**src/tile_sprite_pixel_compositor_defines.svh**
```systemverilog
// Assertion macros for the tile and sprite pixel compositor.
// Included by the modules that carry concurrent checks; no other dependencies.
`ifndef TILE_SPRITE_PIXEL_COMPOSITOR_DEFINES_SVH
`define TILE_SPRITE_PIXEL_COMPOSITOR_DEFINES_SVH
`ifndef SYNTHESIS
`define TSPC_ASSERT_SAME(label, clk, rst, ante, cons) \
  label: assert property (@(posedge clk) disable iff (rst) (ante) |-> (cons)) \
    else $error("check failed");
`define TSPC_ASSERT_NEXT(label, clk, rst, ante, cons) \
  label: assert property (@(posedge clk) disable iff (rst) (ante) |=> (cons)) \
    else $error("check failed");
`else
`define TSPC_ASSERT_SAME(label, clk, rst, ante, cons)
`define TSPC_ASSERT_NEXT(label, clk, rst, ante, cons)
`endif
`endif

```
**src/tspc_pkg.sv**
```systemverilog
// Shared types and constants of the tile and sprite pixel compositor.
// No dependencies.
package tspc_pkg;

  localparam int MEM_WORDS    = 65536;
  localparam int MEM_AW       = $clog2(MEM_WORDS);
  localparam int SCREEN_W     = 320;
  localparam int SCREEN_H     = 240;
  localparam int GRID_COLS    = 41;
  localparam int GRID_ROWS    = 31;
  localparam int SPRITE_COUNT = 256;
  localparam int SPR_W        = $clog2(SPRITE_COUNT);
  localparam int GRID_PIX_W   = GRID_COLS * 8;
  localparam int GRID_PIX_H   = GRID_ROWS * 8;

  localparam logic [0:0] OP_WRITE = 1'b0;
  localparam logic [0:0] OP_QUERY = 1'b1;

  // read address sources
  localparam logic [1:0] ASEL_CELL  = 2'd0;
  localparam logic [1:0] ASEL_GTILE = 2'd1;
  localparam logic [1:0] ASEL_SENT  = 2'd2;
  localparam logic [1:0] ASEL_SPIX  = 2'd3;

  // sprite entry word offsets
  localparam logic [1:0] ENT_STATUS = 2'd0;
  localparam logic [1:0] ENT_TILE   = 2'd1;
  localparam logic [1:0] ENT_X      = 2'd2;
  localparam logic [1:0] ENT_Y      = 2'd3;

  // register indexes
  localparam logic [2:0] REG_CLEAR   = 3'd0;
  localparam logic [2:0] REG_GBASE   = 3'd1;
  localparam logic [2:0] REG_GSKIP   = 3'd2;
  localparam logic [2:0] REG_GTILE   = 3'd3;
  localparam logic [2:0] REG_STABLE  = 3'd4;
  localparam logic [2:0] REG_STILE   = 3'd5;
  localparam logic [2:0] REG_SCROLLX = 3'd6;
  localparam logic [2:0] REG_SCROLLY = 3'd7;

  typedef struct packed {
    logic [0:0]  opcode;
    logic [15:0] address;
    logic [31:0] write_data;
    logic [8:0]  pixel_x;
    logic [7:0]  pixel_y;
  } in_item_t;

  typedef struct packed {
    logic [31:0] color;
    logic [8:0]  out_x;
    logic [7:0]  out_y;
  } out_item_t;

  typedef struct packed {
    logic [31:0] clear_color;
    logic [15:0] grid_base;
    logic [15:0] grid_row_skip;
    logic [15:0] grid_tile_base;
    logic [15:0] sprite_table_base;
    logic [15:0] sprite_tile_base;
    logic [31:0] scroll_x;
    logic [31:0] scroll_y;
  } cfg_t;

  typedef struct packed {
    logic       wr_en;
    logic       start;
    logic       mul;
    logic       rd_en;
    logic [1:0] asel;
    logic [1:0] ent;
    logic       front;
    logic       cap_status;
    logic       cap_tile;
    logic       cap_x;
    logic       cap_y;
    logic       cap_pix;
    logic       apply;
    logic       spr_clr;
    logic       spr_inc;
    logic       out_load;
  } cmd_t;

  typedef struct packed {
    logic offscreen;
    logic grid_ok;
    logic cell_ok;
    logic spr_en;
    logic spr_hit;
    logic spr_last;
  } stat_t;

endpackage

```
**src/tspc_ctrl.sv**
```systemverilog
// Controller: sequences grid, sprite and front-grid passes of one pixel query.
// Depends on tspc_pkg and the assertion macro header.
`include "tile_sprite_pixel_compositor_defines.svh"
module tspc_ctrl (
  input  logic              clk,
  input  logic              rst,
  input  logic              in_valid,
  input  tspc_pkg::in_item_t in_item,
  output logic              in_stall,
  output logic              out_valid,
  input  logic              out_stall,
  input  tspc_pkg::stat_t    stat,
  output tspc_pkg::cmd_t     cmd
);
  import tspc_pkg::*;

  localparam logic [3:0] ST_IDLE   = 4'd0;
  localparam logic [3:0] ST_START  = 4'd1;
  localparam logic [3:0] ST_GMUL   = 4'd2;
  localparam logic [3:0] ST_GCELL  = 4'd3;
  localparam logic [3:0] ST_GTILE  = 4'd4;
  localparam logic [3:0] ST_GAPPLY = 4'd5;
  localparam logic [3:0] ST_SRD0   = 4'd6;
  localparam logic [3:0] ST_SRD1   = 4'd7;
  localparam logic [3:0] ST_SRD2   = 4'd8;
  localparam logic [3:0] ST_SRD3   = 4'd9;
  localparam logic [3:0] ST_SY     = 4'd10;
  localparam logic [3:0] ST_SCHK   = 4'd11;
  localparam logic [3:0] ST_SPIX   = 4'd12;
  localparam logic [3:0] ST_SAPPLY = 4'd13;
  localparam logic [3:0] ST_SNEXT  = 4'd14;
  localparam logic [3:0] ST_DONE   = 4'd15;

  logic [3:0] state;
  logic [3:0] state_next;
  logic       front;
  logic       front_next;
  logic       accept;
  logic       out_busy;
  logic [3:0] grid_exit;

  assign in_stall  = (state != ST_IDLE);
  assign accept    = in_valid && !in_stall;
  assign out_busy  = out_valid && out_stall;
  assign grid_exit = front ? ST_DONE : ST_SRD0;

  always_comb begin
    cmd        = '0;
    cmd.front  = front;
    state_next = state;
    front_next = front;
    case (state)
      ST_IDLE: begin
        cmd.wr_en = accept && (in_item.opcode == OP_WRITE);
        cmd.start = accept && (in_item.opcode == OP_QUERY);
        if (cmd.start) begin
          state_next = ST_START;
          front_next = 1'b0;
        end
      end
      ST_START: begin
        cmd.spr_clr = 1'b1;
        state_next  = stat.offscreen ? ST_DONE : ST_GMUL;
      end
      ST_GMUL: begin
        cmd.mul    = 1'b1;
        state_next = ST_GCELL;
      end
      ST_GCELL: begin
        cmd.asel = ASEL_CELL;
        if (stat.grid_ok) begin
          cmd.rd_en  = 1'b1;
          state_next = ST_GTILE;
        end else begin
          state_next = grid_exit;
        end
      end
      ST_GTILE: begin
        cmd.asel = ASEL_GTILE;
        if (stat.cell_ok) begin
          cmd.rd_en  = 1'b1;
          state_next = ST_GAPPLY;
        end else begin
          state_next = grid_exit;
        end
      end
      ST_GAPPLY: begin
        cmd.apply  = 1'b1;
        state_next = grid_exit;
      end
      ST_SRD0: begin
        cmd.rd_en  = 1'b1;
        cmd.asel   = ASEL_SENT;
        cmd.ent    = ENT_STATUS;
        state_next = ST_SRD1;
      end
      ST_SRD1: begin
        cmd.rd_en      = 1'b1;
        cmd.asel       = ASEL_SENT;
        cmd.ent        = ENT_TILE;
        cmd.cap_status = 1'b1;
        state_next     = stat.spr_en ? ST_SRD2 : ST_SNEXT;
      end
      ST_SRD2: begin
        cmd.rd_en    = 1'b1;
        cmd.asel     = ASEL_SENT;
        cmd.ent      = ENT_X;
        cmd.cap_tile = 1'b1;
        state_next   = ST_SRD3;
      end
      ST_SRD3: begin
        cmd.rd_en  = 1'b1;
        cmd.asel   = ASEL_SENT;
        cmd.ent    = ENT_Y;
        cmd.cap_x  = 1'b1;
        state_next = ST_SY;
      end
      ST_SY: begin
        cmd.cap_y  = 1'b1;
        state_next = ST_SCHK;
      end
      ST_SCHK: begin
        cmd.cap_pix = 1'b1;
        state_next  = stat.spr_hit ? ST_SPIX : ST_SNEXT;
      end
      ST_SPIX: begin
        cmd.rd_en  = 1'b1;
        cmd.asel   = ASEL_SPIX;
        state_next = ST_SAPPLY;
      end
      ST_SAPPLY: begin
        cmd.apply  = 1'b1;
        state_next = ST_SNEXT;
      end
      ST_SNEXT: begin
        if (stat.spr_last) begin
          front_next = 1'b1;
          state_next = ST_GCELL;
        end else begin
          cmd.spr_inc = 1'b1;
          state_next  = ST_SRD0;
        end
      end
      ST_DONE: begin
        if (!out_busy) begin
          cmd.out_load = 1'b1;
          state_next   = ST_IDLE;
        end
      end
      default: begin
        state_next = ST_IDLE;
      end
    endcase
  end

  always_ff @(posedge clk) begin
    if (rst) begin
      state     <= ST_IDLE;
      front     <= 1'b0;
      out_valid <= 1'b0;
    end else begin
      state <= state_next;
      front <= front_next;
      if (cmd.out_load) begin
        out_valid <= 1'b1;
      end else if (!out_stall) begin
        out_valid <= 1'b0;
      end
    end
  end

  `TSPC_ASSERT_NEXT(a_query_starts, clk, rst, cmd.start, state == ST_START)
  `TSPC_ASSERT_NEXT(a_load_shows, clk, rst, cmd.out_load, out_valid && state == ST_IDLE)
  `TSPC_ASSERT_SAME(a_no_overwrite, clk, rst, cmd.out_load, !out_busy)
  `TSPC_ASSERT_SAME(a_write_idle, clk, rst, cmd.wr_en, !cmd.rd_en && state == ST_IDLE)
  `TSPC_ASSERT_NEXT(a_front_pass, clk, rst, state == ST_SNEXT && stat.spr_last,
                    front && state == ST_GCELL)
endmodule

```
**config.mk**
```make
export PLATFORM = sky130hd
export DESIGN_NAME = tspc_ctrl
export DESIGN_NICKNAME = d
export VERILOG_FILES = /design/src/tspc_pkg.sv /design/src/tspc_ctrl.sv
export VERILOG_INCLUDE_DIRS = /design/src /design/src/src
export SDC_FILE = /design/constraint.sdc
export NUM_CORES = 1
export LEC_CHECK = 0
export BUFFER_PORTS_ARGS = -buffer_cell sky130_fd_sc_hd__buf_2
export CORE_ASPECT_RATIO = 0.7
export CORE_UTILIZATION = 30
export CTS_CLUSTER_SIZE = 25
export DETAILED_ROUTE_END_ITERATION = 6
export PLACE_DENSITY = 0.95
export SLEW_MARGIN = 20
export SYNTH_ARGS = -nofsm -noshare
export SYNTH_HDL_FRONTEND = slang
export SYNTH_SLANG_ARGS = --single-unit
export TNS_END_PERCENT = 20
```
**constraint.sdc**
```tcl
create_clock -name clk -period 2.61 [get_ports clk]
set_clock_uncertainty 0.05 [all_clocks]
set_input_delay 0.3915 -clock clk [delete_from_list [all_inputs] [get_ports clk]]
set_output_delay 0.3915 -clock clk [all_outputs]
set_load 0.01 [all_outputs]
```
# After elaboration in Yosys (flattened, before gate mapping)
# Index checks and enable logic that the tools add are counted.
dict set report totals {
  register_bits 6
  output_inout_bits 20
  elab_cells 67
  inputBits 76
}
dict set report op_classes {
  eq_ne 19
  n_reduce_logical 12
  bitwise_logic 1
  muxes 32
}
# op n
set ops {}
lappend ops {{$pmux W4 S16} 1}
lappend ops {{$eq A4 B4 Y1 const B} 8}
lappend ops {{$mux W4} 6}
lappend ops {{$mux W1} 18}
lappend ops {{$eq A4 B3 Y1 const B} 4}
lappend ops {{$pmux W3 S4} 1}
lappend ops {{$eq A4 B2 Y1 const B} 2}
lappend ops {{$mux W3} 2}
lappend ops {{$ne A2 B2 Y1 const B} 3}
lappend ops {{$pmux W2 S3} 1}
lappend ops {{$eq A4 B1 Y1 const B} 1}
lappend ops {{$logic_and A1 B1 Y1} 4}
lappend ops {{$logic_not A4 Y1} 1}
lappend ops {{$mux W2} 2}
lappend ops {{$reduce_bool A4 Y1} 1}
lappend ops {{$reduce_or A4 Y1} 1}
lappend ops {{$reduce_and A3 Y1} 1}
lappend ops {{$ne A2 B1 Y1 const B} 1}
lappend ops {{$pmux W1 S2} 1}
lappend ops {{$reduce_and A2 Y1} 1}
lappend ops {{$reduce_bool A2 Y1} 1}
lappend ops {{$reduce_or A2 Y1} 1}
lappend ops {{$logic_not A1 Y1} 1}
lappend ops {{$not A1 Y1} 1}

# Longest topological paths before layout
# Gate-level depths: netlist of the first run.
dict set report logic_depth {
  word_depth 6
  depth_mapped 5
  ltp_nobuf 4
}

# Least setup slack after synthesis of the first run
# Ideal clock, no wire load.
dict set report synth_path {
  kind {register -> output}
  start {register state[0]}
  end {output cmd[17] (netlist name)}
  arrival_time_ns 1.273
  path_buffers 2
  t_required_ns 2.169
  slack_ns 0.896
  stages_incl_launch_ff 5
  cell_sequence {dfxtp_1 > buf_6 > or4_4 > buf_6 > nor3b_2}
}
# item line_no
set synth_rtl {}
lappend synth_rtl {{from (decl)} tspc_ctrl.sv:34} ;# logic [3:0] state;
lappend synth_rtl {{from (signal assigned)} tspc_ctrl.sv:162} ;# state <= state_next;
lappend synth_rtl {{to (decl)} tspc_ctrl.sv:13} ;# output tspc_pkg::cmd_t cmd

==> results of run 1 <==
==> worst max path at each step <==
stage / start / to / slack [ps]
6_report: state[2] / cmd[17] / 430
3_5_place_dp: state[2] / cmd[17] / 690
4_1_cts: state[2] / cmd[17] / 420
5_1_grt: state[1] / cmd[10] / 280
2_1_floorplan: state[0] / cmd[17] / 900
3_3_place_gp: state[2] / cmd[17] / 740
==> state kept, by name (all words and copies together), names as in the netlist <==
| signal | count |
|---|---|
| front | 1 |
| out_valid | 1 |
| state | 4 |
==> metal layers <==
| metal | GRT usage [%] | vias to the layer above | share of wire [%] |
|---|---|---|---|
| met5 | 0 | - | 0 |
| met1 | 20.1 | 353 | 42 |
| li1 | - | 379 | - |
| met3 | 6.27 | 0 | 7.9 |
| met4 | 4.88 | 0 | 0 |
| met2 | 26.8 | 27 | 50 |
==> through the flow <==
stage	util (%)	instance area, µm²	worst slack [ps]	hold slack, ps	instances
final	39.9	752	430	358	139
after global routing	39.9	752	284	370	139
after CTS	39.9	752	419	351	139
after detailed placement	38.7	729	689	476	136
after global placement	38.7	729	736	451	136
after floorplan	-	611	896	411	93
==> worst max-delay path, stage by stage, from the launching register on <==
cell     delay (ps)
dfxtp_1         510
or4_4           660
nor3b_2         170
buf_2           150
==> cell type report <==
| class | count | area (µm²) | area share (%) |
|---|---|---|---|
| Timing Repair Buffer | 30 | 150 | 20.0 |
| Clock buffer | 3 | 22.5 | 3.00 |
| Inverter | 2 | 7.51 | 0.998 |
| Multi-Input combinational cell | 76 | 424 | 56.4 |
| Tap cell | 22 | 27.5 | 3.66 |
| Sequential cell | 6 | 120 | 16.0 |
==> kinds of logic after synthesis <==
family | after synthesis | share of synthesized area (%)
AOI/OAI and AO/OA | 24 | 26.8
buffers and inverters | 11 | 10.9
DFF | 6 | 19.7
and+or+nand+nor | 52 | 42.6
==> power breakdown <==
group	internal, µW	leakage [µW]	switching, µW	total, µW
Clock	52.1	0.0000138	35.0	87.1
Sequential	117	0.0000491	112	229
Combinational	180	0.000291	200	381
==> cells in the final DEF (no fill, tap or decap), types with 2 or more instances in the layout <==
| cell | count |
|---|---|
| buf_2 | 30 |
| nand2_1 | 14 |
| nor2_1 | 13 |
| a21oi_1 | 7 |
| nand2b_1 | 7 |
| dfxtp_1 | 6 |
| nor3_1 | 5 |
| o21ai_0 | 4 |
| or3_1 | 4 |
| clkbuf_4 | 3 |
| nand4_1 | 2 |
| inv_1 | 2 |
| nor2b_1 | 2 |
| nand3_1 | 2 |
| a21o_1 | 2 |
| a311oi_1 | 2 |
==> out/results.ini, run 1 <==
[place]
hpwl_mm = 1.25
gp_congestion = 0.855
io_buffers = 30

[routing]
drtAntennaViolNets = 0
dr.pass1.iters = 4
drt_iter0_markers = 25
num_vias = 759
drc_errors = 0
via_per_inst = 5.46
wl_per_cell_um = 12.0
drt-total-wl_mm = 1.66

[power]
ir_drop_mv = 0.487
power_leakage_uw = 0.000353
p_total_uw = 696
pwr_density_cell_mw_per_mm2 = 926

[sta]
slew_violations = 0
tightest_slew_ps = 657
hold_violations = 0
rsz0062_at_grt = false
setup_viol = 0
slew_headroom_pct = 56.1
timing.final.crit_share_pct = 83.5
fmax_mhz = 459
finalSetupTns_ps = 0
period_minus_slack_ps = 2180

[grt]
overflow = 0
grtUsageTotal_pct = 16.3
grt_max_degree = 24
grt_pass1_vias = 605
antenna_found_initial = 0
grt_pass1_wl_mm = 2.73

[synth]
ys.warnings.count = 0
synth_area_um2 = 611
synth_area_leaders = dfxtp_1 20%, nand2_1 8.6%, nor2_1 8.0%
synth_cell_types = 30
ys.flop_type = dfxtp_1
ys_ff_latch = 6
ys_seq_area_share_pct = 19.7
synth.top_cells.by_count = 14 x nand2_1, 13 x nor2_1, 7 x a21oi_1, 7 x nand2b_1, 6 x dfxtp_1
synth.avg_cell_area_um2 = 6.57
synth_edf_count = 0
synth_nets = 169
async_flop_share_pct = 0
synth_top_area_share_pct = 19.7
yosys.area.top_type = dfxtp_1
syn_inst = 93
yosysMostFrequentCell = nand2_1

[cells_and_area]
syn_to_final_growth_pct = 23.2
antennaDiodeCount = 0
fillCellCount = 196
nNetsFinal = 195
layout-drive-gt1-share_pct = 30.8

[clock_tree]
cts-htree-levels = 1
postCtsHoldBufs = 0
cts_tree = built
clk_pin_slew_ps = 50
cts_resized = 0
numCtsBuffers = 3
cts-root-buf = clkbuf_4
post_cts_buffers = 0
clk_latency_ps = 250
cts.path.max_buffers = 2
cts.sinks = 6

[outcome]
status = finished clean

[floorplan]
core_mm2 = 0.00189
start_util_pct = 32.4
die_y_um = 39.7
num_io_pins = 96
dieWidth_um = 55.9
num_rows = 13
fp.dieArea_mm2 = 0.00222

[setup_path]
r2r-start = state[2]
cp-end-kind = output pin
rrSetupSlack_ps = 940
cp_max_fo = 23
worstPathRequired_ps = 2170
rr_worst_depth = 4
start_kind = flip-flop
path_class = flip-flop to output pin
worstPathArrival_ps = 1740
reg2reg_to = state[0]

[hold_path]
hp-start = rst
hold_depth = 2
hp-class = input port to flip-flop
holdPathEnd = front

[job]
maxCapViolCount = 0

(Power assumes the default switching activity.)
==> run 2, diff against run 1 <==
--- a/config.mk
+++ b/config.mk
@@ -6,12 +6,13 @@
 export SDC_FILE = /design/constraint.sdc
 export NUM_CORES = 1
 export LEC_CHECK = 0
+export ABC_AREA = 1
 export BUFFER_PORTS_ARGS = -buffer_cell sky130_fd_sc_hd__buf_2
 export CORE_ASPECT_RATIO = 0.7
-export CORE_UTILIZATION = 30
+export CORE_UTILIZATION = 26
 export CTS_CLUSTER_SIZE = 25
 export DETAILED_ROUTE_END_ITERATION = 6
-export PLACE_DENSITY = 0.95
+export PLACE_DENSITY = 0.87
 export SLEW_MARGIN = 20
 export SYNTH_ARGS = -nofsm -noshare
 export SYNTH_HDL_FRONTEND = slang
==> constraint.sdc (replaced) <==
create_clock -name clk -period 2 [get_ports clk]
set_clock_uncertainty 0.05 [all_clocks]
set_input_delay 0.3 -clock clk [delete_from_list [all_inputs] [get_ports clk]]
set_output_delay 0.3 -clock clk [all_outputs]
set_load 0.01 [all_outputs]
==> out/results.ini, run 2 <==
[outcome]
status = finished clean

[grt]
grtUsageTotal_pct = 14.3
grt_max_degree = 9
antenna_found_initial = 0
overflow = 0
grt_pass1_wl_mm = 2.79
grt_pass1_vias = 677

[synth]
syn_inst = 125
synth_nets = 201
yosysMostFrequentCell = nand2_1
ys.flop_type = dfxtp_1
synth_cell_types = 19
synth_area_um2 = 628
synth.top_cells.by_count = 34 x nand2_1, 29 x nor2_1, 22 x inv_1, 9 x nand3_1, 6 x dfxtp_1
async_flop_share_pct = 0
yosys.area.top_type = nand2_1
synth_area_leaders = nand2_1 20%, dfxtp_1 19%, nor2_1 17%
ys_ff_latch = 6
ys_seq_area_share_pct = 19.1
synth_edf_count = 0
synth_top_area_share_pct = 20.3
synth.avg_cell_area_um2 = 5.02
ys.warnings.count = 0

[setup_path]
start_kind = flip-flop
cpMaxStageDelayCell = dfxtp_1
crit_family = flip-flops
path_class = flip-flop to output pin
crit_buf_inv = 2
path_cells = inv_2 -> nand2_1 -> nor2_1 -> nor2_1 -> nand3_1 -> buf_2
cp_common_cell = nor2_1
worstPathRequired_ps = 1650
cp_max_fo = 8
max_stage_delay_ps = 510
worstPathArrival_ps = 1470
cp-end-kind = output pin

[floorplan]
dieWidth_um = 60.7
die_y_um = 43.1
num_io_pins = 96
core_mm2 = 0.00221
start_util_pct = 28.5
num_rows = 14
fp.dieArea_mm2 = 0.00262

[cells_and_area]
fin_area_um2 = 828
nNetsFinal = 234
top_regs = state: 4 flops, front: 1 flops, out_valid: 1 flops
fillCellCount = 274
layout_commonest_cell = nand2_1
final_cell_mix = 34 x nand2_1, 30 x buf_2, 29 x nor2_1
largest_register_ffs = 4
final_cell_count_no_fill = 188
antennaDiodeCount = 0
layout-drive-gt1-share_pct = 26.9
regMostFlops = state
syn_to_final_growth_pct = 31.9

[routing]
drt-met1-wl_um = 848
drt_iter0_markers = 42
wl_met3_um = 229
wl_per_cell_um = 9.27
via_per_inst = 4.54
drtAntennaViolNets = 0
dr.pass1.iters = 4
drt-total-wl_mm = 1.74
wl_met2_um = 636
routed.top_layer = met4
num_vias = 853
drc_errors = 0

[sta]
setup_viol = 0
timing.hold.ws_ps = 216
timing.final.crit_share_pct = 91.1
slew_violations = 0
postLayoutSetupSlackWorst_ps = 178
tightest_slew_ps = 338
rsz0062_at_grt = false
slew_headroom_pct = 77.4
finalSetupTns_ps = 0
period_minus_slack_ps = 1820
hold_violations = 0
fmax_mhz = 549

[clock_tree]
cts_resized = 0
cts.sinks = 6
cts-root-buf = clkbuf_4
numCtsBuffers = 3
post_cts_buffers = 0
cts-htree-levels = 1
clk_latency_ps = 240
cts_tree = built
clk_pin_slew_ps = 40
cts.path.max_buffers = 2
postCtsHoldBufs = 0

[hold_path]
hp-class = input port to flip-flop

[job]
maxCapViolCount = 0

[place]
postPlaceCellArea_um2 = 806
hpwl_mm = 1.48
gp_congestion = 0.923
place_inst = 185
io_buffers = 30
pre_cts_slack_ps = 444

[power]
power_leakage_uw = 0.000559
pwr_density_cell_mw_per_mm2 = 1200
ir_drop_mv = 0.320

## run 2: cell types whose count changed in the layout (fill, tap and decap cells not counted), sizes merged, moves of 4 or more
| cell | change |
|---|---|
| nor2 | +18 |
| nand3 | +7 |
| nand2b | -7 |
| inv | +23 |
| or3 | -4 |
| nor3 | -4 |
| nand2 | +23 |
## run 2: power breakdown
group          internal (µW)  total, µW  switching (µW)
registers                154        221            66.6
logic                    232        668             436
clock network           67.7        109            41.2
## run 2: final cells by class
class,count,area [µm²],share of cell area [%]
clock buffer,3,22.5,2.72
inverter,25,93.8,11.3
multi-input combinational,92,402,48.5
sequential,6,120,14.5
tap,32,40.0,4.83
timing repair buffer,30,150,18.1
## run 2: cell families (layout without fill, tap and decap cells)
| family | Yosys count | count (layout) | synth area share, % |
|---|---|---|---|
| AO/OA/AOI/OAI | 10 | 10 | 8.76 |
| flip-flops | 6 | 6 | 19.1 |
| AND/OR/NAND/NOR | 82 | 82 | 55.2 |
| buffers and inverters | 27 | 58 | 16.9 |
## run 2: per-stage QoR
step | total power, µW | utilization, %
floorplan | 684 | -
global placement | 863 | 36.5
detailed placement | 881 | 36.5
CTS | 997 | 37.5
global route | 1110 | 37.5
finish | 997 | 37.5
## run 2: per-layer routing
metal | vias up | GRT usage (%)
met4 | 0 | 4.55
met5 | - | 0
met1 | 352 | 21.4
met2 | 53 | 17.8
met3 | 4 | 6.10
li1 | 444 | -
## run 2: final timing paths
kind | from | end | slack [ps] | cells past startpoint
setup / recovery | state[1] | cmd[14] | 180 | 6
hold / removal | rst | out_valid | 220 | 2
setup reg to reg | state[1] | state[3] | 600 | 9
hold reg to reg | out_valid | out_valid | 460 | 2
